$ cat src/rtl/mbe_pkg.sv
// Shared types, codes and helper functions for the maze backtrack explorer.
`timescale 1ns / 1ps

package mbe_pkg;

  // Field widths fixed by the interface
  localparam int DIST_W = 14;
  localparam int CFG_IDX_W = 2;

  // Register indexes on the configuration port
  localparam logic [CFG_IDX_W-1:0] CFG_NEAR_LIMIT = 2'd0;
  localparam logic [CFG_IDX_W-1:0] CFG_FAR_LIMIT  = 2'd1;

  // Register reset values
  localparam logic [DIST_W-1:0] NEAR_RESET = 14'd160;
  localparam logic [DIST_W-1:0] FAR_RESET  = 14'd3200;

  // Results kept per step, and the width of their counter
  localparam int CNT_W = 6;
  localparam logic [CNT_W-1:0] MAX_RESULTS = 6'd36;

  // Move codes on the result channel
  typedef enum logic [2:0] {
    MV_NONE  = 3'd0,
    MV_FWD   = 3'd1,
    MV_LEFT  = 3'd2,
    MV_RIGHT = 3'd3,
    MV_ABOUT = 3'd4
  } mv_t;

  // Codes stored in the move history
  typedef enum logic [1:0] {
    H_NONE = 2'd0,
    H_F    = 2'd1,
    H_L    = 2'd2,
    H_R    = 2'd3
  } hcode_t;

  // Range reading classes
  typedef enum logic [1:0] {
    CLS_BLOCKED = 2'd0,
    CLS_OPEN    = 2'd1,
    CLS_FAR     = 2'd2
  } cls_t;

  // One result beat
  typedef struct packed {
    mv_t  mv;
    logic finished;
    logic full;
  } res_t;

  // Sequencer to result stage
  typedef struct packed {
    logic push;
    logic flush;
    res_t res;
  } emit_req_t;

  // Result stage back to sequencer
  typedef struct packed {
    logic push_ok;
    logic flush_ok;
    logic pending;
  } emit_rsp_t;

  // Sequencer status for checking
  typedef struct packed {
    logic done;
    logic hist_over;
  } seq_status_t;

  // Far test first, so far wins when the limits overlap
  function automatic cls_t classify(input logic [DIST_W-1:0] d,
                                    input logic [DIST_W-1:0] near,
                                    input logic [DIST_W-1:0] far);
    cls_t c;
    if (d > far) begin
      c = CLS_FAR;
    end else if (d <= near) begin
      c = CLS_BLOCKED;
    end else begin
      c = CLS_OPEN;
    end
    return c;
  endfunction

  // Move that a recorded history code stands for
  function automatic mv_t rec_move(input hcode_t h);
    mv_t m;
    case (h)
      H_F:     m = MV_FWD;
      H_L:     m = MV_LEFT;
      H_R:     m = MV_RIGHT;
      default: m = MV_NONE;
    endcase
    return m;
  endfunction

  // Mirrored move used while replaying back to a junction
  function automatic mv_t mirror_move(input hcode_t h);
    mv_t m;
    case (h)
      H_F:     m = MV_FWD;
      H_L:     m = MV_RIGHT;
      H_R:     m = MV_LEFT;
      default: m = MV_NONE;
    endcase
    return m;
  endfunction

  // Reorientation at the junction toward the next branch
  function automatic mv_t reorient_move(input hcode_t h);
    mv_t m;
    case (h)
      H_F:     m = MV_ABOUT;
      H_L:     m = MV_LEFT;
      H_R:     m = MV_RIGHT;
      default: m = MV_NONE;
    endcase
    return m;
  endfunction

endpackage

$ cat src/rtl/mbe_ram.sv
// Generic simple dual port RAM with registered read.
`timescale 1ns / 1ps

module mbe_ram #(
  parameter int WIDTH = 8,
  parameter int DEPTH = 32
) (
  input  logic                     clk,
  input  logic                     we,
  input  logic [$clog2(DEPTH)-1:0] waddr,
  input  logic [WIDTH-1:0]         wdata,
  input  logic                     re,
  input  logic [$clog2(DEPTH)-1:0] raddr,
  output logic [WIDTH-1:0]         rdata
);

  logic [WIDTH-1:0] mem [DEPTH];

  // write port
  always_ff @(posedge clk) begin
    if (we) begin
      mem[waddr] <= wdata;
    end
  end

  // registered read port
  always_ff @(posedge clk) begin
    if (re) begin
      rdata <= mem[raddr];
    end
  end

endmodule

$ cat src/rtl/mbe_result_stage.sv
// Result stage: one pending beat plus the output register, marks the final beat.
`timescale 1ns / 1ps

module mbe_result_stage (
  input  logic               clk,
  input  logic               rst,
  input  mbe_pkg::emit_req_t req,
  output mbe_pkg::emit_rsp_t rsp,
  output logic               out_valid,
  input  logic               out_ready,
  output logic [2:0]         move,
  output logic               finished,
  output logic               history_full,
  output logic               last
);

  import mbe_pkg::*;

  logic held_v;
  res_t held;
  logic out_load;

  // a beat is held back until it is known whether it ends the run
  assign rsp.push_ok  = !held_v || !out_valid || out_ready;
  assign rsp.flush_ok = !out_valid || out_ready;
  assign rsp.pending  = held_v;

  assign out_load = (req.push || req.flush) && held_v;

  // control
  always_ff @(posedge clk) begin
    if (rst) begin
      held_v    <= 1'b0;
      out_valid <= 1'b0;
    end else begin
      if (req.push) begin
        held_v <= 1'b1;
      end else if (req.flush) begin
        held_v <= 1'b0;
      end
      if (out_load) begin
        out_valid <= 1'b1;
      end else if (out_ready) begin
        out_valid <= 1'b0;
      end
    end
  end

  // payload
  always_ff @(posedge clk) begin
    if (req.push) begin
      held <= req.res;
    end
    if (out_load) begin
      move         <= held.mv;
      finished     <= held.finished;
      history_full <= held.full;
      last         <= req.flush;
    end
  end

endmodule

$ cat src/rtl/mbe_seq.sv
// Step sequencer: classifies readings, walks the history and junction memories.
`timescale 1ns / 1ps

module mbe_seq #(
  parameter int HISTORY_DEPTH  = 32,
  parameter int JUNCTION_DEPTH = 32
) (
  input  logic                                  clk,
  input  logic                                  rst,
  input  logic                                  in_valid,
  output logic                                  in_ready,
  input  logic [mbe_pkg::DIST_W-1:0]            front_distance,
  input  logic [mbe_pkg::DIST_W-1:0]            left_distance,
  input  logic [mbe_pkg::DIST_W-1:0]            right_distance,
  input  logic [mbe_pkg::DIST_W-1:0]            near_limit,
  input  logic [mbe_pkg::DIST_W-1:0]            far_limit,
  // junction memory: position and tried count
  output logic                                  j_we,
  output logic [$clog2(JUNCTION_DEPTH)-1:0]     j_waddr,
  output logic [$clog2(HISTORY_DEPTH+1)+1:0]    j_wdata,
  output logic [$clog2(JUNCTION_DEPTH)-1:0]     j_raddr,
  input  logic [$clog2(HISTORY_DEPTH+1)+1:0]    j_rdata,
  // history memory
  output logic                                  h_we,
  output logic [$clog2(HISTORY_DEPTH)-1:0]      h_waddr,
  output logic [1:0]                            h_wdata,
  output logic                                  h_re,
  output logic [$clog2(HISTORY_DEPTH)-1:0]      h_raddr,
  input  logic [1:0]                            h_rdata,
  // result stage
  output mbe_pkg::emit_req_t                    req,
  input  mbe_pkg::emit_rsp_t                    rsp,
  output mbe_pkg::seq_status_t                  status
);

  import mbe_pkg::*;

  localparam int HCW = $clog2(HISTORY_DEPTH + 1);
  localparam int HAW = $clog2(HISTORY_DEPTH);
  localparam int JW  = $clog2(JUNCTION_DEPTH);
  localparam logic [HCW-1:0] HD_C = HCW'(HISTORY_DEPTH);
  localparam logic [JW-1:0]  JTOP = JW'(JUNCTION_DEPTH - 1);

  typedef enum logic [10:0] {
    S_IDLE   = 11'b000_0000_0001,
    S_DECIDE = 11'b000_0000_0010,
    S_REC    = 11'b000_0000_0100,
    S_ONE    = 11'b000_0000_1000,
    S_POP    = 11'b000_0001_0000,
    S_JWAIT  = 11'b000_0010_0000,
    S_BT0    = 11'b000_0100_0000,
    S_BTEM   = 11'b000_1000_0000,
    S_BTJF   = 11'b001_0000_0000,
    S_BTOR   = 11'b010_0000_0000,
    S_FIN    = 11'b100_0000_0000
  } state_t;

  state_t state, state_next;
  logic [HCW-1:0] hcount, hcount_next;
  logic [JW-1:0]  stop, stop_next;
  logic           done, done_next;
  logic [CNT_W-1:0] cnt, cnt_next;
  logic [HISTORY_DEPTH-1:0]  hvalid;
  logic [JUNCTION_DEPTH-1:0] jvalid;

  // payload registers
  cls_t cf, cl, cr;
  hcode_t rec_code, rec_code_next;
  logic   rec_two, rec_two_next;
  mv_t    one_mv, one_mv_next;
  logic [HCW-1:0] pos, pos_next;
  logic jv_q, hv_q;

  // memory read views
  logic [HCW-1:0] jpos;
  logic [1:0]     tried;
  logic           at_j;
  hcode_t         h_code;
  logic [HCW-1:0] h_addr;
  logic           h_in;

  // emit control
  logic want_emit, keep, go;
  res_t emit_res;
  logic [HCW-1:0] pi, pn;
  logic push_en, pop_en;
  logic accept;

  assign accept   = in_valid && in_ready;
  assign in_ready = (state == S_IDLE);
  assign j_raddr  = stop;

  assign jpos   = jv_q ? j_rdata[HCW+1:2] : '0;
  assign tried  = jv_q ? j_rdata[1:0] : 2'd0;
  assign at_j   = (hcount == jpos);
  assign h_code = hv_q ? hcode_t'(h_rdata) : H_NONE;

  assign h_in    = (h_addr < HD_C);
  assign h_raddr = h_in ? h_addr[HAW-1:0] : '0;

  assign pi = (hcount != '0) ? hcount - HCW'(1) : '0;
  assign pn = pos - HCW'(1);

  assign status.done      = done;
  assign status.hist_over = (hcount > HD_C);

  // what the current state wants to send
  always_comb begin
    want_emit = 1'b0;
    emit_res  = '{mv: MV_NONE, finished: done, full: 1'b0};
    case (state)
      S_REC: begin
        want_emit     = 1'b1;
        emit_res.mv   = rec_move(rec_code);
        emit_res.full = (hcount >= HD_C);
      end
      S_ONE: begin
        want_emit   = 1'b1;
        emit_res.mv = one_mv;
      end
      S_BT0: begin
        want_emit   = 1'b1;
        emit_res.mv = MV_ABOUT;
      end
      S_BTEM: begin
        want_emit   = (h_code != H_NONE);
        emit_res.mv = mirror_move(h_code);
      end
      S_BTJF: begin
        want_emit   = (h_code == H_F);
        emit_res.mv = MV_FWD;
      end
      S_BTOR: begin
        want_emit   = (h_code != H_NONE);
        emit_res.mv = reorient_move(h_code);
      end
      default: begin
        want_emit = 1'b0;
      end
    endcase
  end

  // beats past the per-step cap are dropped, the walk goes on
  assign keep = (cnt < MAX_RESULTS);
  assign go   = !want_emit || !keep || rsp.push_ok;

  // next state and memory control
  always_comb begin
    state_next    = state;
    hcount_next   = hcount;
    stop_next     = stop;
    done_next     = done;
    cnt_next      = cnt;
    rec_code_next = rec_code;
    rec_two_next  = rec_two;
    one_mv_next   = one_mv;
    pos_next      = pos;
    j_we    = 1'b0;
    j_waddr = stop;
    j_wdata = {jpos, 2'd0};
    h_we    = 1'b0;
    h_waddr = hcount[HAW-1:0];
    h_wdata = rec_code;
    h_re    = 1'b0;
    h_addr  = pos;
    push_en = 1'b0;
    pop_en  = 1'b0;
    req.push  = want_emit && keep && rsp.push_ok;
    req.flush = 1'b0;
    req.res   = emit_res;

    if (req.push) begin
      cnt_next = cnt + CNT_W'(1);
    end

    case (state)
      S_IDLE: begin
        if (accept) begin
          cnt_next = '0;
          if (done) begin
            one_mv_next = MV_NONE;
            state_next  = S_ONE;
          end else begin
            state_next = S_DECIDE;
          end
        end
      end
      S_DECIDE: begin
        rec_two_next = 1'b1;
        if (cf == CLS_OPEN && (!at_j || tried == 2'd0)) begin
          push_en       = (cl == CLS_OPEN) || (cr == CLS_OPEN);
          rec_code_next = H_F;
          rec_two_next  = 1'b0;
          state_next    = S_REC;
        end else if (cl == CLS_OPEN && (!at_j || tried < 2'd2)) begin
          push_en       = (cr == CLS_OPEN);
          rec_code_next = H_L;
          state_next    = S_REC;
        end else if (cr == CLS_OPEN && (!at_j || tried != 2'd3)) begin
          rec_code_next = H_R;
          state_next    = S_REC;
        end else if (cf == CLS_FAR) begin
          if (cl == CLS_FAR && cr == CLS_FAR) begin
            done_next   = 1'b1;
            one_mv_next = MV_NONE;
          end else begin
            one_mv_next = MV_FWD;
          end
          state_next = S_ONE;
        end else begin
          state_next = S_POP;
        end
        // push the new junction, ignored when the stack is full
        if (push_en && stop != JTOP) begin
          j_we      = 1'b1;
          j_waddr   = stop + JW'(1);
          j_wdata   = {hcount, 2'd0};
          stop_next = stop + JW'(1);
        end
      end
      S_REC: begin
        if (go) begin
          if (hcount < HD_C) begin
            h_we        = 1'b1;
            hcount_next = hcount + HCW'(1);
          end
          if (rec_two) begin
            rec_code_next = H_F;
            rec_two_next  = 1'b0;
          end else begin
            state_next = S_FIN;
          end
        end
      end
      S_ONE: begin
        if (go) begin
          state_next = S_FIN;
        end
      end
      S_POP: begin
        // junction exhausted: clear its count and drop it
        pop_en = ((tried == 2'd2) && (cr == CLS_BLOCKED)) || (tried == 2'd3);
        if (pop_en) begin
          j_we    = 1'b1;
          j_wdata = {jpos, 2'd0};
          if (stop != '0) begin
            stop_next = stop - JW'(1);
          end
        end
        state_next = S_JWAIT;
      end
      S_JWAIT: begin
        state_next = S_BT0;
      end
      S_BT0: begin
        if (go) begin
          pos_next = pi;
          h_re     = 1'b1;
          if (pi > jpos) begin
            h_addr     = pi;
            state_next = S_BTEM;
          end else begin
            h_addr     = jpos;
            state_next = S_BTJF;
          end
        end
      end
      S_BTEM: begin
        // replay one entry per cycle unless the result stage stalls, next read issued as this one is used
        if (go) begin
          pos_next = pn;
          h_re     = 1'b1;
          if (pn > jpos) begin
            h_addr = pn;
          end else begin
            h_addr     = jpos;
            state_next = S_BTJF;
          end
        end
      end
      S_BTJF: begin
        if (go) begin
          hcount_next = pos;
          h_re        = 1'b1;
          h_addr      = pos;
          state_next  = S_BTOR;
        end
      end
      S_BTOR: begin
        if (go) begin
          if (h_code != H_NONE) begin
            j_we    = 1'b1;
            j_wdata = {jpos, h_code};
          end
          state_next = S_FIN;
        end
      end
      S_FIN: begin
        if (rsp.flush_ok) begin
          req.flush  = 1'b1;
          state_next = S_IDLE;
        end
      end
      default: begin
        state_next = S_IDLE;
      end
    endcase
  end

  // control registers and valid bits
  always_ff @(posedge clk) begin
    if (rst) begin
      state  <= S_IDLE;
      hcount <= '0;
      stop   <= '0;
      done   <= 1'b0;
      cnt    <= '0;
      hvalid <= '0;
      jvalid <= '0;
    end else begin
      state  <= state_next;
      hcount <= hcount_next;
      stop   <= stop_next;
      done   <= done_next;
      cnt    <= cnt_next;
      if (h_we) begin
        hvalid[h_waddr] <= 1'b1;
      end
      if (j_we) begin
        jvalid[j_waddr] <= 1'b1;
      end
    end
  end

  // payload registers and valid flags that follow the memory reads
  always_ff @(posedge clk) begin
    if (accept) begin
      cf <= classify(front_distance, near_limit, far_limit);
      cl <= classify(left_distance, near_limit, far_limit);
      cr <= classify(right_distance, near_limit, far_limit);
    end
    rec_code <= rec_code_next;
    rec_two  <= rec_two_next;
    one_mv   <= one_mv_next;
    pos      <= pos_next;
    jv_q     <= jvalid[stop];
    if (h_re) begin
      hv_q <= h_in && hvalid[h_raddr];
    end
  end

endmodule

$ cat src/rtl/maze_backtrack_explorer_unit.sv
// Top level of the maze backtrack explorer: config registers, memories, sequencer.
`timescale 1ns / 1ps

// Depth-first maze walker. Each input beat carries front, left and right
// ranges; the unit answers with a run of move beats, the final one flagged
// by last. Items are handled one at a time. A dead end replays the history
// back to the junction, reading the history memory one entry per cycle
// unless the result channel stalls. Memories need no clearing pass:
// entries never written read as zero through per-entry valid flops.
// Config registers: index 0 near_limit, index 1 far_limit, to be written
// while idle; the unit itself does not enforce this.

module maze_backtrack_explorer_unit #(
  parameter int HISTORY_DEPTH  = 32,
  parameter int JUNCTION_DEPTH = 32
) (
  input  logic                                 clk,
  input  logic                                 rst,
  // item channel
  input  logic                                 in_valid,
  output logic                                 in_ready,
  input  logic [mbe_pkg::DIST_W-1:0]           front_distance,
  input  logic [mbe_pkg::DIST_W-1:0]           left_distance,
  input  logic [mbe_pkg::DIST_W-1:0]           right_distance,
  // result channel
  output logic                                 out_valid,
  input  logic                                 out_ready,
  output logic [2:0]                           move,
  output logic                                 finished,
  output logic                                 history_full,
  output logic                                 last,
  // config channel
  input  logic                                 cfg_valid,
  output logic                                 cfg_ready,
  input  logic [mbe_pkg::CFG_IDX_W-1:0]        cfg_index,
  input  logic [mbe_pkg::DIST_W-1:0]           cfg_data
);

  import mbe_pkg::*;

  localparam int HCW = $clog2(HISTORY_DEPTH + 1);
  localparam int HAW = $clog2(HISTORY_DEPTH);
  localparam int JW  = $clog2(JUNCTION_DEPTH);

  logic [DIST_W-1:0] near_limit, far_limit;

  logic          j_we;
  logic [JW-1:0] j_waddr, j_raddr;
  logic [HCW+1:0] j_wdata, j_rdata;
  logic           h_we, h_re;
  logic [HAW-1:0] h_waddr, h_raddr;
  logic [1:0]     h_wdata, h_rdata;

  emit_req_t   req;
  emit_rsp_t   rsp;
  seq_status_t status;

  // config registers
  assign cfg_ready = 1'b1;

  always_ff @(posedge clk) begin
    if (rst) begin
      near_limit <= NEAR_RESET;
      far_limit  <= FAR_RESET;
    end else if (cfg_valid && cfg_ready) begin
      case (cfg_index)
        CFG_NEAR_LIMIT: near_limit <= cfg_data;
        CFG_FAR_LIMIT:  far_limit  <= cfg_data;
        default: begin
        end
      endcase
    end
  end

  // junction stack memory: {position, tried}
  mbe_ram #(
    .WIDTH (HCW + 2),
    .DEPTH (JUNCTION_DEPTH)
  ) u_junction_ram (
    .clk   (clk),
    .we    (j_we),
    .waddr (j_waddr),
    .wdata (j_wdata),
    .re    (1'b1),
    .raddr (j_raddr),
    .rdata (j_rdata)
  );

  // move history memory
  mbe_ram #(
    .WIDTH (2),
    .DEPTH (HISTORY_DEPTH)
  ) u_history_ram (
    .clk   (clk),
    .we    (h_we),
    .waddr (h_waddr),
    .wdata (h_wdata),
    .re    (h_re),
    .raddr (h_raddr),
    .rdata (h_rdata)
  );

  mbe_seq #(
    .HISTORY_DEPTH  (HISTORY_DEPTH),
    .JUNCTION_DEPTH (JUNCTION_DEPTH)
  ) u_seq (
    .clk            (clk),
    .rst            (rst),
    .in_valid       (in_valid),
    .in_ready       (in_ready),
    .front_distance (front_distance),
    .left_distance  (left_distance),
    .right_distance (right_distance),
    .near_limit     (near_limit),
    .far_limit      (far_limit),
    .j_we           (j_we),
    .j_waddr        (j_waddr),
    .j_wdata        (j_wdata),
    .j_raddr        (j_raddr),
    .j_rdata        (j_rdata),
    .h_we           (h_we),
    .h_waddr        (h_waddr),
    .h_wdata        (h_wdata),
    .h_re           (h_re),
    .h_raddr        (h_raddr),
    .h_rdata        (h_rdata),
    .req            (req),
    .rsp            (rsp),
    .status         (status)
  );

  mbe_result_stage u_result (
    .clk          (clk),
    .rst          (rst),
    .req          (req),
    .rsp          (rsp),
    .out_valid    (out_valid),
    .out_ready    (out_ready),
    .move         (move),
    .finished     (finished),
    .history_full (history_full),
    .last         (last)
  );

`ifndef NO_ASSERTIONS
  // one item at a time: no accept right after an accept
  a_one_item: assert property (@(posedge clk) disable iff (rst)
    in_valid && in_ready |=> !in_ready)
    else $error("item accepted while previous one in work");

  // a new item never starts with a beat of the previous run still held back
  a_no_stale_beat: assert property (@(posedge clk) disable iff (rst)
    in_valid && in_ready |-> !rsp.pending)
    else $error("pending beat left over at item accept");

  // end of maze is sticky
  a_done_sticky: assert property (@(posedge clk) disable iff (rst)
    status.done |=> status.done)
    else $error("finished flag dropped");

  // history count saturates at the depth
  a_hist_bound: assert property (@(posedge clk) disable iff (rst)
    !status.hist_over)
    else $error("history count beyond depth");
`endif

endmodule
$ cat config.mk
export PLATFORM = sky130hd
export DESIGN_NAME = maze_backtrack_explorer_unit
export DESIGN_NICKNAME = d
export VERILOG_FILES = /design/src/rtl/mbe_pkg.sv /design/src/rtl/mbe_ram.sv /design/src/rtl/mbe_result_stage.sv /design/src/rtl/mbe_seq.sv /design/src/rtl/maze_backtrack_explorer_unit.sv
export SDC_FILE = /design/constraint.sdc
export NUM_CORES = 1
export LEC_CHECK = 0
export BUFFER_PORTS_ARGS = -buffer_cell sky130_fd_sc_hd__buf_4
export CORE_AREA = 2 2 206 208
export CTS_CLUSTER_DIAMETER = 150
export DETAILED_ROUTE_END_ITERATION = 12
export DIE_AREA = 0 0 208 210
export PLACE_DENSITY = 0.73
export SYNTH_ARGS = -nofsm -noshare
export SYNTH_HDL_FRONTEND = slang
export SYNTH_SLANG_ARGS = --single-unit
$ cat constraint.sdc
create_clock -name clk -period 7.1 [get_ports clk]
set_clock_uncertainty 0.1 [all_clocks]
set_input_delay 1.42 -clock clk [delete_from_list [all_inputs] [get_ports clk]]
set_output_delay 1.42 -clock clk [all_outputs]
set_load 0.005 [all_outputs]
==> run metrics, run 1 <==
clock network fraction of design power=44.3%; pin count of the biggest net entering global routing=72; global routing met3 resource utilization=4.90%; leakage power=9.00 nW; number of rows created at floorplan=75; TritonCTS Sinks=482; post-synthesis cell count=1846; H-tree lvl count=2; final weighted congestion in routability-driven placement=0.937; iteration-0 DRC count of the detailed router=1467; height of the die=210 um; nature of the critical path startpoint=register; number of hold violations in the final report=0; met2 track demand over resource in global routing=40.4%; HP Start=u_result.held[2]; overall routing resource usage=25.6%; Synthesized Nets=2017; flip-flop cell with the highest count after synthesis=sky130_fd_sc_hd__edfxtp_1; post-CTS resize count=0; effective utilization at floorplan=54.6%; slack of the worst reg-to-reg path=1.79 ns; Worst Max-Slew Pin Slew=1.19 ns; distinct cell type count after synthesis=90; Switching Fraction=22.2%; hold slack=0.317 ns; post-layout net count=2078; end point of the most critical hold path=u_result.move[0]; post-synth design cell area=0.0227 sq mm; async set-reset flop share out of synthesis=0%; Total Power Consumption=6.23 mW; buffers inserted by post-CTS timing repair=0; critical path data required time=7.44 ns; Detail Route Antenna Nets=0; class of the most critical setup path=reg -> reg; area grow syn2layout=12.3%; worst hold-check path type=reg -> reg; via count of the first global-routing pass=14700; accumulated negative setup slack=0 ns; Fillers=3210; RSZ-0062 raised after global routing=no; Layout Cells excl Fill=2489; Util after Layout=61.3%; Remaining Overflow, GRT=0; number of vias per cell after detailed routing=6.04; total half-perimeter wirelength after legalization and detailed placement=37.9 mm; CTS tree=built; antenna violations before repair=0; Boundary Pins=72; CTS Hold Buffers Added=0; Slew Limit Fails=0; Setup Viol. Count Final=0; count of state elements after synthesis=482; count of flip-flops with a built-in enable after synthesis=350; DRC violation count after routing=0; proportion of power drawn by combinational gates=6.4%; area of placed instances=0.0237 sq mm; reg-to-reg endpoint=u_history_ram.rdata[0]; Core Box Area=0.0415 sq mm; met1 track utilization from global routing=36.3%; outcome=finished clean; commonest cells in the netlist=350 x sky130_fd_sc_hd__edfxtp_1, 256 x sky130_fd_sc_hd__nor2_1, 184 x sky130_fd_sc_hd__nand2_1, 132 x sky130_fd_sc_hd__dfxtp_1, 108 x sky130_fd_sc_hd__ha_1; power density cells=245 mW/mm^2; CP Capture Type=register; post-route design area=0.0254 sq mm; worst hold stages=0; Max VDD drop=0.000223 V; Max Fanout on Critical Path=21; largest area contributor in the synthesized netlist=sky130_fd_sc_hd__edfxtp_1; maximum buffer depth of the clock tree=3; DR pass1 iterations=6; antenna diode count=0; most repeated cell in the gate-level netlist after synthesis=sky130_fd_sc_hd__edfxtp_1; CTS root buf=sky130_fd_sc_hd__clkbuf_16; port bufs=70; fraction of final layout cells with drive strength greater than 1=15.3%; ranking of synthesized cells by area=sky130_fd_sc_hd__edfxtp_1 46%, sky130_fd_sc_hd__dfxtp_1 12%, sky130_fd_sc_hd__mux4_2 7.8%; upper clock frequency limit=0.188 GHz; total placed cells including tap cells=2393; routed vias=15000; Reg2Reg Launch Point=u_seq.hcount[0]; Place WS=1.88 ns; worst slew slack as a fraction of its limit=20.6%; number of maximum-capacitance violations=0; mean cell area of the mapped netlist=12.3 sq um; mean routed wirelength per cell=22.3 um; Reg power frac=49.3%; Synthesis Warnings=0; GRT Max-Usage Layer=met2; width of the die=208 um; internal power=4.85 mW; DIE AREA=0.0437 sq mm; Worst Setup Slack, final=1.79 ns; minimum period implied by the final worst setup slack=5.31 ns; post-synth top area share=46.4%; net switching power figure=1.38 mW; clock-pin slew on the worst setup and hold paths=0.06 ns; wire length of the first global-routing pass=86.0 mm; final period utilization=74.7%; CP arrival=5.65 ns; number of cell instances on the worst register-to-register path=16; clock insertion delay at the later pin of the skew report=0.60 ns; TritonCTS Buffers=51; total wire length=55.5 mm; sequential-to-total area share from yosys stat=58.1%
==> flip-flops by register name (all words and copies together), names as in the netlist, 6 cells and up <==
name                  flops
u_junction_ram.mem      256
near_limit               14
u_seq.cnt                 6
u_history_ram.mem        64
u_seq.state              11
u_seq.pos                 6
u_seq.hcount              6
u_seq.jvalid             32
u_junction_ram.rdata      8
u_seq.hvalid             32
far_limit                14
==> cell type report <==
cell class | instances | area, sq um | area share, %
Multi-Input combinational cell | 1217 | 8920 | 35.1
Tap cell | 539 | 674 | 2.65
Sequential cell | 482 | 13200 | 51.7
Clock buffer | 63 | 1350 | 5.31
Timing Repair Buffer | 92 | 691 | 2.72
Inverter | 63 | 236 | 0.930
Clock inverter | 33 | 398 | 1.56
==> power groups by stage <==
stage                     registers, mW  logic (mW)  clock network [mW]
after floorplan                    3.11       0.269                   0
after global placement             3.13       0.383                   0
after detailed placement           3.13       0.391                   0
after CTS                          3.07       0.394                2.80
after global routing               3.07       0.442                2.91
final                              3.07       0.399                2.76
==> cells in the final DEF, fill, tap and decap left out, types with 23 or more instances in the layout <==
cell,count
sky130_fd_sc_hd__edfxtp_1,350
sky130_fd_sc_hd__nor2_1,254
sky130_fd_sc_hd__nand2_1,184
sky130_fd_sc_hd__dfxtp_1,130
sky130_fd_sc_hd__ha_1,108
sky130_fd_sc_hd__a21oi_1,96
sky130_fd_sc_hd__buf_4,92
sky130_fd_sc_hd__mux4_2,78
sky130_fd_sc_hd__inv_1,63
sky130_fd_sc_hd__o21ai_0,55
sky130_fd_sc_hd__mux2i_1,52
sky130_fd_sc_hd__clkbuf_16,51
sky130_fd_sc_hd__nand2b_1,26
sky130_fd_sc_hd__nor2b_1,25
sky130_fd_sc_hd__nand3_1,25
sky130_fd_sc_hd__nor3_1,23
==> per-layer routing <==
| metal | vias to the layer above | routed length [um] |
|---|---|---|
| met5 | - | 0 |
| li1 | 7014 | - |
| met3 | 124 | 3870 |
| met1 | 7364 | 24300 |
| met4 | 0 | 1780 |
| met2 | 528 | 25600 |
==> worst max-delay path, cell delays in order, from the launching register on <==
cell and delay [ns]:
sky130_fd_sc_hd__dfxtp_1 0.45, sky130_fd_sc_hd__inv_1 0.15, sky130_fd_sc_hd__ha_1 0.27, sky130_fd_sc_hd__nand2_1 0.07
sky130_fd_sc_hd__nor3_1 0.45, sky130_fd_sc_hd__nor2_1 0.22, sky130_fd_sc_hd__ha_1 0.33, sky130_fd_sc_hd__a221o_1 0.35
sky130_fd_sc_hd__a221o_1 0.42, sky130_fd_sc_hd__a311o_1 0.38, sky130_fd_sc_hd__nand2_1 0.09, sky130_fd_sc_hd__nand2_2 0.13
sky130_fd_sc_hd__a21oi_2 0.80, sky130_fd_sc_hd__mux2i_1 0.29, sky130_fd_sc_hd__a2111oi_4 0.41, sky130_fd_sc_hd__nor3_2 0.08
sky130_fd_sc_hd__o221ai_2 0.15
==> how the worst max path moves through the flow <==
stage	endpoint	from	cells past startpoint	slack [ns]
6_report	u_history_ram.rdata[0]	u_seq.hcount[0]	16	1.79
5_1_grt	u_history_ram.rdata[0]	u_seq.hcount[0]	16	1.39
4_1_cts	u_history_ram.rdata[0]	u_seq.hcount[0]	16	1.86
3_5_place_dp	u_history_ram.rdata[0]	u_seq.hcount[0]	16	1.88
3_3_place_gp	u_history_ram.rdata[1]	u_seq.hcount[0]	16	2.10
2_1_floorplan	u_history_ram.rdata[0]	u_seq.hcount[0]	20	2.65
==> cell families after synthesis <==
group,count (synthesis),synth area share [%]
flip-flops,482,58.1
buffers and inverters,147,2.73
other,1,0.0166
XOR/XNOR,23,0.889
AO/OA/AOI/OAI,311,9.15
adder cells (fa/ha/maj),108,5.96
multiplexers,137,10.4
AND/OR/NAND/NOR,637,12.8
No activity file was read; power rests on OpenSTA's default activity.
==> run 2, diff against run 1 <==
Clock period 7.1 ns to 5.1 ns, I/O delays scaled along.
==> run metrics, run 2 (same netlist as run 1, synthesis figures left out) <==
outcome=finished clean (unchanged); HP Start=u_result.held[4] (was u_result.held[2]); antenna violations before repair=1 (was 0); total wire length=56.2 mm (was 55.5 mm); Detail Route Antenna Nets=0 (unchanged); H-tree lvl count=2 (unchanged); post-layout net count=2126 (was 2078); CP arrival=4.99 ns (was 5.65 ns); Reg2Reg Launch Point=u_seq.pos[1] (was u_seq.hcount[0]); Util after Layout=61.9% (was 61.3%); most common library cell in the layout ignoring fill and taps=sky130_fd_sc_hd__edfxtp_1 (unchanged); max FFs per register=256 (unchanged); via count of the first global-routing pass=15100 (was 14700); Setup Viol. Count Final=0 (unchanged); mean routed wirelength per cell=22.2 um (was 22.3 um); number of maximum-capacitance violations=0 (unchanged); DRC violation count after routing=0 (unchanged); nature of the critical path startpoint=register (unchanged); overall routing resource usage=25.9% (was 25.6%); CP Capture Type=register (unchanged); minimum period implied by the final worst setup slack=4.76 ns (was 5.31 ns); worst slew slack as a fraction of its limit=18.0% (was 20.6%); leading cell types in the layout, fill and taps excluded=350 x sky130_fd_sc_hd__edfxtp_1, 254 x sky130_fd_sc_hd__nor2_1, 184 x sky130_fd_sc_hd__nand2_1, 142 x sky130_fd_sc_hd__buf_4, 130 x sky130_fd_sc_hd__dfxtp_1 (was 350 x sky130_fd_sc_hd__edfxtp_1, 254 x sky130_fd_sc_hd__nor2_1, 184 x sky130_fd_sc_hd__nand2_1, 130 x sky130_fd_sc_hd__dfxtp_1, 108 x sky130_fd_sc_hd__ha_1); number of vias per cell after detailed routing=6.08 (was 6.04); Layout Cells excl Fill=2533 (was 2489); accumulated negative setup slack=0 ns (unchanged); CTS root buf=sky130_fd_sc_hd__clkbuf_16 (unchanged); port bufs=70 (unchanged); RSZ-0062 raised after global routing=no (unchanged); Max Fanout on Critical Path=11 (was 21); area grow syn2layout=13.3% (was 12.3%); leakage power=9.20 nW (was 9.00 nW); class of the most critical setup path=reg -> reg (unchanged); routed vias=15400 (was 15000); Remaining Overflow, GRT=0 (unchanged); wire length of the first global-routing pass=87.2 mm (was 86.0 mm); buffers inserted by post-CTS timing repair=0 (unchanged); Fillers=3226 (was 3210); area of placed instances=0.0241 sq mm (was 0.0237 sq mm); Slew Limit Fails=0 (unchanged); final period utilization=93.3% (was 74.7%); top register by number of flip-flops=u_junction_ram.mem (unchanged); Boundary Pins=72 (unchanged); TritonCTS Sinks=482 (unchanged); power density cells=329 mW/mm^2 (was 245 mW/mm^2); Worst Max-Slew Pin Slew=1.23 ns (was 1.19 ns); Max VDD drop=0.000395 V (was 0.000223 V); number of rows created at floorplan=75 (unchanged); DR pass1 iterations=6 (unchanged); pin count of the biggest net entering global routing=80 (was 72); launch point of the critical path=u_seq.pos[1] (was u_seq.hcount[0]); post-route design area=0.0257 sq mm (was 0.0254 sq mm); final weighted congestion in routability-driven placement=0.938 (was 0.937); Core Box Area=0.0415 sq mm (unchanged); critical path data required time=5.33 ns (was 7.44 ns); number of hold violations in the final report=0 (unchanged); width of the die=208 um (unchanged); worst hold-check path type=reg -> reg (unchanged); CTS tree=built (unchanged); total placed cells including tap cells=2443 (was 2393); hold slack=0.316 ns (was 0.317 ns); upper clock frequency limit=0.210 GHz (was 0.188 GHz); height of the die=210 um (unchanged); effective utilization at floorplan=54.6% (unchanged); largest registers in the final layout=u_junction_ram.mem: 256 flops, u_history_ram.mem: 64 flops (unchanged); antenna diode count=0 (unchanged); clock-pin slew on the worst setup and hold paths=0.06 ns (about the same); fraction of final layout cells with drive strength greater than 1=17.1% (was 15.3%); clock insertion delay at the later pin of the skew report=0.59 ns (was 0.60 ns); TritonCTS Buffers=49 (was 51); maximum buffer depth of the clock tree=3 (unchanged); DIE AREA=0.0437 sq mm (unchanged); total half-perimeter wirelength after legalization and detailed placement=39.3 mm (was 37.9 mm); iteration-0 DRC count of the detailed router=1591 (was 1467)
[run 2: final timing paths]
check	cells after the start	end	slack [ns]
worst min-delay path	0	u_result.move[2]	0.32
worst max register to register	19	u_history_ram.rdata[1]	0.34
worst max-delay path	19	u_history_ram.rdata[1]	0.34
worst min register to register	0	u_result.move[2]	0.32
[run 2: worst max-delay path, cell delays in order, from the launching register on]
cell,delay [ns]
sky130_fd_sc_hd__edfxtp_1,0.44
sky130_fd_sc_hd__nor3_1,0.30
sky130_fd_sc_hd__nor3b_1,0.26
sky130_fd_sc_hd__xnor2_1,0.21
sky130_fd_sc_hd__inv_1,0.08
sky130_fd_sc_hd__ha_1,0.28
sky130_fd_sc_hd__o21ai_0,0.08
sky130_fd_sc_hd__nor2_1,0.05
sky130_fd_sc_hd__o32ai_1,0.44
sky130_fd_sc_hd__buf_4,0.25
sky130_fd_sc_hd__nor3_1,0.07
sky130_fd_sc_hd__a311o_1,0.30
sky130_fd_sc_hd__nand2_1,0.09
sky130_fd_sc_hd__nand2_2,0.13
sky130_fd_sc_hd__or2_1,0.39
sky130_fd_sc_hd__nor2_1,0.33
sky130_fd_sc_hd__a22o_1,0.23
sky130_fd_sc_hd__o31ai_1,0.07
sky130_fd_sc_hd__a211oi_1,0.30
sky130_fd_sc_hd__mux2i_1,0.11
[run 2: routing by layer]
metal	global-route usage, %	vias to the layer above	share of wire [%]
met5	0	-	0.023
met4	9.88	2	3.3
met3	4.14	139	7.0
met2	41.8	602	47
met1	35.8	7559	42
li1	-	7095	-
[run 2: timing repair]
action | 4_1_cts | 5_1_grt
gates resized for setup | 0 | 1
hold buffers | 0 | 0
hold endpoints to repair | 0 | 0
endpoints found under the setup margin | 0 | 2
[run 2: layout make-up]
cell class              count  area, sq um  area share [%]
multi-input cells        1217         8920            34.7
inverters                  63          236           0.921
clock buffers              65         1330            5.17
repair buffers            142         1070            4.15
clock inverters            25          288            1.12
well taps                 539          674            2.63
flip-flops and latches    482        13200            51.3
[run 2: power breakdown]
| group | internal [mW] | switching [mW] | leakage (nW) |
|---|---|---|---|
| Sequential | 4.22 | 0.0468 | 4.48 |
| Clock | 2.13 | 1.48 | 0.783 |
| Combinational | 0.232 | 0.330 | 3.94 |
| Total | 6.59 | 1.86 | 9.20 |
[run 2: metrics by stage]
stage               setup WS (ns)  power (mW)
CTS                         0.279        8.50
detailed placement          0.302        4.90
global route               0.0131        8.73
global placement            0.423        4.89
floorplan                   0.653        4.71
finish                      0.342        8.45
==> run 3, diff against run 2 <==
Settings changed: ABC_AREA from default to 1, CORE_AREA 2 2 206 208 to 2 2 208 210, DIE_AREA 0 0 208 210 to 0 0 210 212, PLACE_DENSITY 0.73 to 0.72.
==> run metrics, run 3 <==
net switching power figure=2.50 mW (was 1.86 mW); accumulated negative setup slack=0 ns (unchanged); leading cell types in the layout, fill and taps excluded=350 x sky130_fd_sc_hd__edfxtp_1, 323 x sky130_fd_sc_hd__nor2_1, 263 x sky130_fd_sc_hd__nand2_1, 259 x sky130_fd_sc_hd__o21ai_0, 204 x sky130_fd_sc_hd__inv_1 (was 350 x sky130_fd_sc_hd__edfxtp_1, 254 x sky130_fd_sc_hd__nor2_1, 184 x sky130_fd_sc_hd__nand2_1, 142 x sky130_fd_sc_hd__buf_4, 130 x sky130_fd_sc_hd__dfxtp_1); overall routing resource usage=27.6% (was 25.9%); via count of the first global-routing pass=16900 (was 15100); worst hold-check path type=reg -> reg (unchanged); CP arrival=4.86 ns (was 4.99 ns); slack of the worst reg-to-reg path=0.49 ns (was 0.34 ns); number of maximum-capacitance violations=0 (unchanged); most common library cell in the layout ignoring fill and taps=sky130_fd_sc_hd__edfxtp_1 (unchanged); distinct cell type count after synthesis=61 (was 90); compound-gate portion of the synthesized area=14.1% (was 9.15%); fraction of final layout cells with drive strength greater than 1=10.5% (was 17.1%); share of synthesized cell area in full adder, half adder and majority cells=5.86% (was 5.96%); Max Fanout on Critical Path=24 (was 11); DRC violation count after routing=0 (unchanged); antenna diode count=0 (unchanged); Reg power frac=46.5% (was 50.5%); post-synthesis cell count=2350 (was 1846); xor/xnor share of the synthesized area=0.755% (was 0.889%); share of synthesized area spent on multiplexers=0% (was 10.4%); pin count of the biggest net entering global routing=87 (was 80); Core Box Area=0.0425 sq mm (was 0.0415 sq mm); area grow syn2layout=11.7% (was 13.3%); CTS tree=built (unchanged); mean cell area of the mapped netlist=9.80 sq um (was 12.3 sq um); count of flip-flops with a built-in enable after synthesis=350 (unchanged); final weighted congestion in routability-driven placement=0.897 (was 0.938); maximum buffer depth of the clock tree=3 (unchanged); clock insertion delay at the later pin of the skew report=0.61 ns (was 0.59 ns); DR pass1 iterations=8 (was 6); ranking of synthesized cells by area=sky130_fd_sc_hd__edfxtp_1 46%, sky130_fd_sc_hd__dfxtp_1 11%, sky130_fd_sc_hd__ha_1 5.9% (was sky130_fd_sc_hd__edfxtp_1 46%, sky130_fd_sc_hd__dfxtp_1 12%, sky130_fd_sc_hd__mux4_2 7.8%); TritonCTS Buffers=50 (was 49); Remaining Overflow, GRT=0 (unchanged); outcome=finished clean (unchanged); Slew Limit Fails=0 (unchanged); total wire length=61.3 mm (was 56.2 mm); Setup Viol. Count Final=0 (unchanged); DIE AREA=0.0445 sq mm (was 0.0437 sq mm); most repeated cell in the gate-level netlist after synthesis=sky130_fd_sc_hd__edfxtp_1 (unchanged); post-layout net count=2575 (was 2126); Detail Route Antenna Nets=0 (unchanged); worst slew slack as a fraction of its limit=20.4% (was 18.0%); internal power=6.86 mW (was 6.59 mW); Switching Fraction=26.7% (was 22.0%); async set-reset flop share out of synthesis=0% (unchanged); minimum period implied by the final worst setup slack=4.61 ns (was 4.76 ns); combinational family with the most area after synthesis=simple AND/OR/NAND/NOR gates (unchanged); nature of the critical path startpoint=register (unchanged); effective utilization at floorplan=54.2% (was 54.6%); port bufs=70 (unchanged); flip-flop cell with the highest count after synthesis=sky130_fd_sc_hd__edfxtp_1 (unchanged); Worst Max-Slew Pin Slew=1.19 ns (was 1.23 ns); sequential-to-total area share from yosys stat=57.1% (was 58.1%); post-synth top area share=45.6% (was 46.4%); clock-pin slew on the worst setup and hold paths=0.06 ns (about the same); number of vias per cell after detailed routing=5.93 (was 6.08); width of the die=210 um (was 208 um); Synthesis Warnings=0 (unchanged); post-synth design cell area=0.0230 sq mm (was 0.0227 sq mm); power density cells=364 mW/mm^2 (was 329 mW/mm^2); count of state elements after synthesis=482 (unchanged); TritonCTS Sinks=482 (unchanged); Boundary Pins=72 (unchanged); largest registers in the final layout=u_junction_ram.mem: 256 flops, u_history_ram.mem: 64 flops (unchanged); number of hold violations in the final report=0 (unchanged); upper clock frequency limit=0.217 GHz (was 0.210 GHz); Util after Layout=60.6% (was 61.9%); number of rows created at floorplan=76 (was 75); critical path data required time=5.35 ns (was 5.33 ns); CP Capture Type=register (unchanged); total half-perimeter wirelength after legalization and detailed placement=40.8 mm (was 39.3 mm); RSZ-0062 raised after global routing=no (unchanged); top register by number of flip-flops=u_junction_ram.mem (unchanged); wire length of the first global-routing pass=94.6 mm (was 87.2 mm); antenna violations before repair=1 (unchanged); Max VDD drop=0.000217 V (was 0.000395 V); Synthesized Nets=2521 (was 2017); H-tree lvl count=2 (unchanged); commonest cells in the netlist=350 x sky130_fd_sc_hd__edfxtp_1, 325 x sky130_fd_sc_hd__nor2_1, 263 x sky130_fd_sc_hd__nand2_1, 262 x sky130_fd_sc_hd__o21ai_0, 206 x sky130_fd_sc_hd__inv_1 (was 350 x sky130_fd_sc_hd__edfxtp_1, 256 x sky130_fd_sc_hd__nor2_1, 184 x sky130_fd_sc_hd__nand2_1, 132 x sky130_fd_sc_hd__dfxtp_1, 108 x sky130_fd_sc_hd__ha_1); CTS root buf=sky130_fd_sc_hd__clkbuf_16 (unchanged); buffers inserted by post-CTS timing repair=0 (unchanged); CTS Hold Buffers Added=0 (unchanged); max FFs per register=256 (unchanged); basic-gate share of the synthesized area counting and, or, nand and nor cells=16.2% (was 12.8%); leakage power=10.2 nW (was 9.20 nW); routed vias=17700 (was 15400); iteration-0 DRC count of the detailed router=1792 (was 1591); clock network fraction of design power=39.3% (was 42.8%); height of the die=212 um (was 210 um); class of the most critical setup path=reg -> reg (unchanged); proportion of power drawn by combinational gates=14.2% (was 6.6%); post-CTS resize count=0 (unchanged); largest area contributor in the synthesized netlist=sky130_fd_sc_hd__edfxtp_1 (unchanged); final period utilization=90.4% (was 93.3%); mean routed wirelength per cell=20.5 um (was 22.2 um)
run 3: cell count changes after synthesis, sizes merged, moves of 26 or more:
cell,delta
nand2,+93
nand3,+159
inv,+154
nor2,+78
o21ai,+202
nand2b,-26
mux2i,-52
o22ai,+34
mux4,-78
run 3: cell families (layout without fill, tap and decap cells):
| logic type | Yosys count | in the layout |
|---|---|---|
| flip-flops | 482 | 482 |
| adder cells (fa/ha/maj) | 108 | 108 |
| other | 1 | 1 |
| AND/OR/NAND/NOR | 855 | 855 |
| AO/OA/AOI/OAI | 554 | 555 |
| buffers and inverters | 331 | 426 |
| XOR/XNOR | 19 | 19 |
run 3: worst paths after layout:
path / from / endpoint / cells past startpoint
worst min-delay path: u_result.held[4] / u_result.move[2] / 0
worst max-delay path: u_seq.hcount[0] / u_seq.hv_q / 25
worst min register to register: u_result.held[4] / u_result.move[2] / 0
worst max register to register: u_seq.hcount[0] / u_seq.hv_q / 25
run 3: through the flow:
step	total power [mW]	hold WS (ns)	instances	setup slack, ns	area (sq um)
6_report	9.36	0.327	2992	0.490	25700
5_1_grt	9.74	0.354	2992	0.0737	25700
4_1_cts	9.39	0.329	2991	0.421	25700
3_5_place_dp	5.75	0.324	2897	0.438	24100
3_3_place_gp	5.72	0.322	2897	0.589	24100
2_1_floorplan	5.36	0.300	2350	1.74	23000
run 3: power by group through the flow:
stage / Sequential (mW) / Combinational [mW] / Clock, mW
after floorplan: 4.42 / 0.945 / 0
after global placement: 4.44 / 1.28 / 0
after detailed placement: 4.44 / 1.31 / 0
after CTS: 4.36 / 1.31 / 3.72
after global routing: 4.36 / 1.49 / 3.88
final: 4.36 / 1.33 / 3.67
run 3: worst max-delay path, stage by stage (launching register included):
cell and delay (ns):
sky130_fd_sc_hd__dfxtp_1 0.37, sky130_fd_sc_hd__inv_1 0.24, sky130_fd_sc_hd__ha_1 0.25, sky130_fd_sc_hd__nand2_1 0.10, sky130_fd_sc_hd__nor3_1 0.24, sky130_fd_sc_hd__inv_1 0.12
sky130_fd_sc_hd__o21ai_0 0.18, sky130_fd_sc_hd__inv_1 0.09, sky130_fd_sc_hd__ha_1 0.28, sky130_fd_sc_hd__nand2_1 0.05, sky130_fd_sc_hd__nor2_1 0.13, sky130_fd_sc_hd__nand2_1 0.08
sky130_fd_sc_hd__nand2_2 0.08, sky130_fd_sc_hd__nand2_1 0.11, sky130_fd_sc_hd__nor2_1 0.48, sky130_fd_sc_hd__nand2_1 0.23, sky130_fd_sc_hd__o211ai_2 0.18, sky130_fd_sc_hd__nand2_2 0.10
sky130_fd_sc_hd__nor2_4 0.43, sky130_fd_sc_hd__nand3_1 0.13, sky130_fd_sc_hd__nand2_1 0.10, sky130_fd_sc_hd__nand2_1 0.05, sky130_fd_sc_hd__nand3_1 0.08, sky130_fd_sc_hd__nand2_1 0.05
sky130_fd_sc_hd__nand2_1 0.05, sky130_fd_sc_hd__nand2_1 0.05
run 3: area by class of cell:
| class | instances | area [sq um] |
|---|---|---|
| sequential | 482 | 13200 |
| tap | 546 | 683 |
| timing repair buffer | 114 | 856 |
| clock inverter | 22 | 300 |
| inverter | 218 | 828 |
| fill | 3485 | 16800 |
| clock buffer | 72 | 1350 |
| multi-input combinational | 1538 | 8570 |
run 3: metal layers:
| metal | GRT usage [%] | wire length (um) |
|---|---|---|
| met4 | 8.00 | 1450 |
| met3 | 4.67 | 4620 |
| met1 | 38.4 | 26400 |
| met5 | 0 | 0 |
| met2 | 44.9 | 28900 |
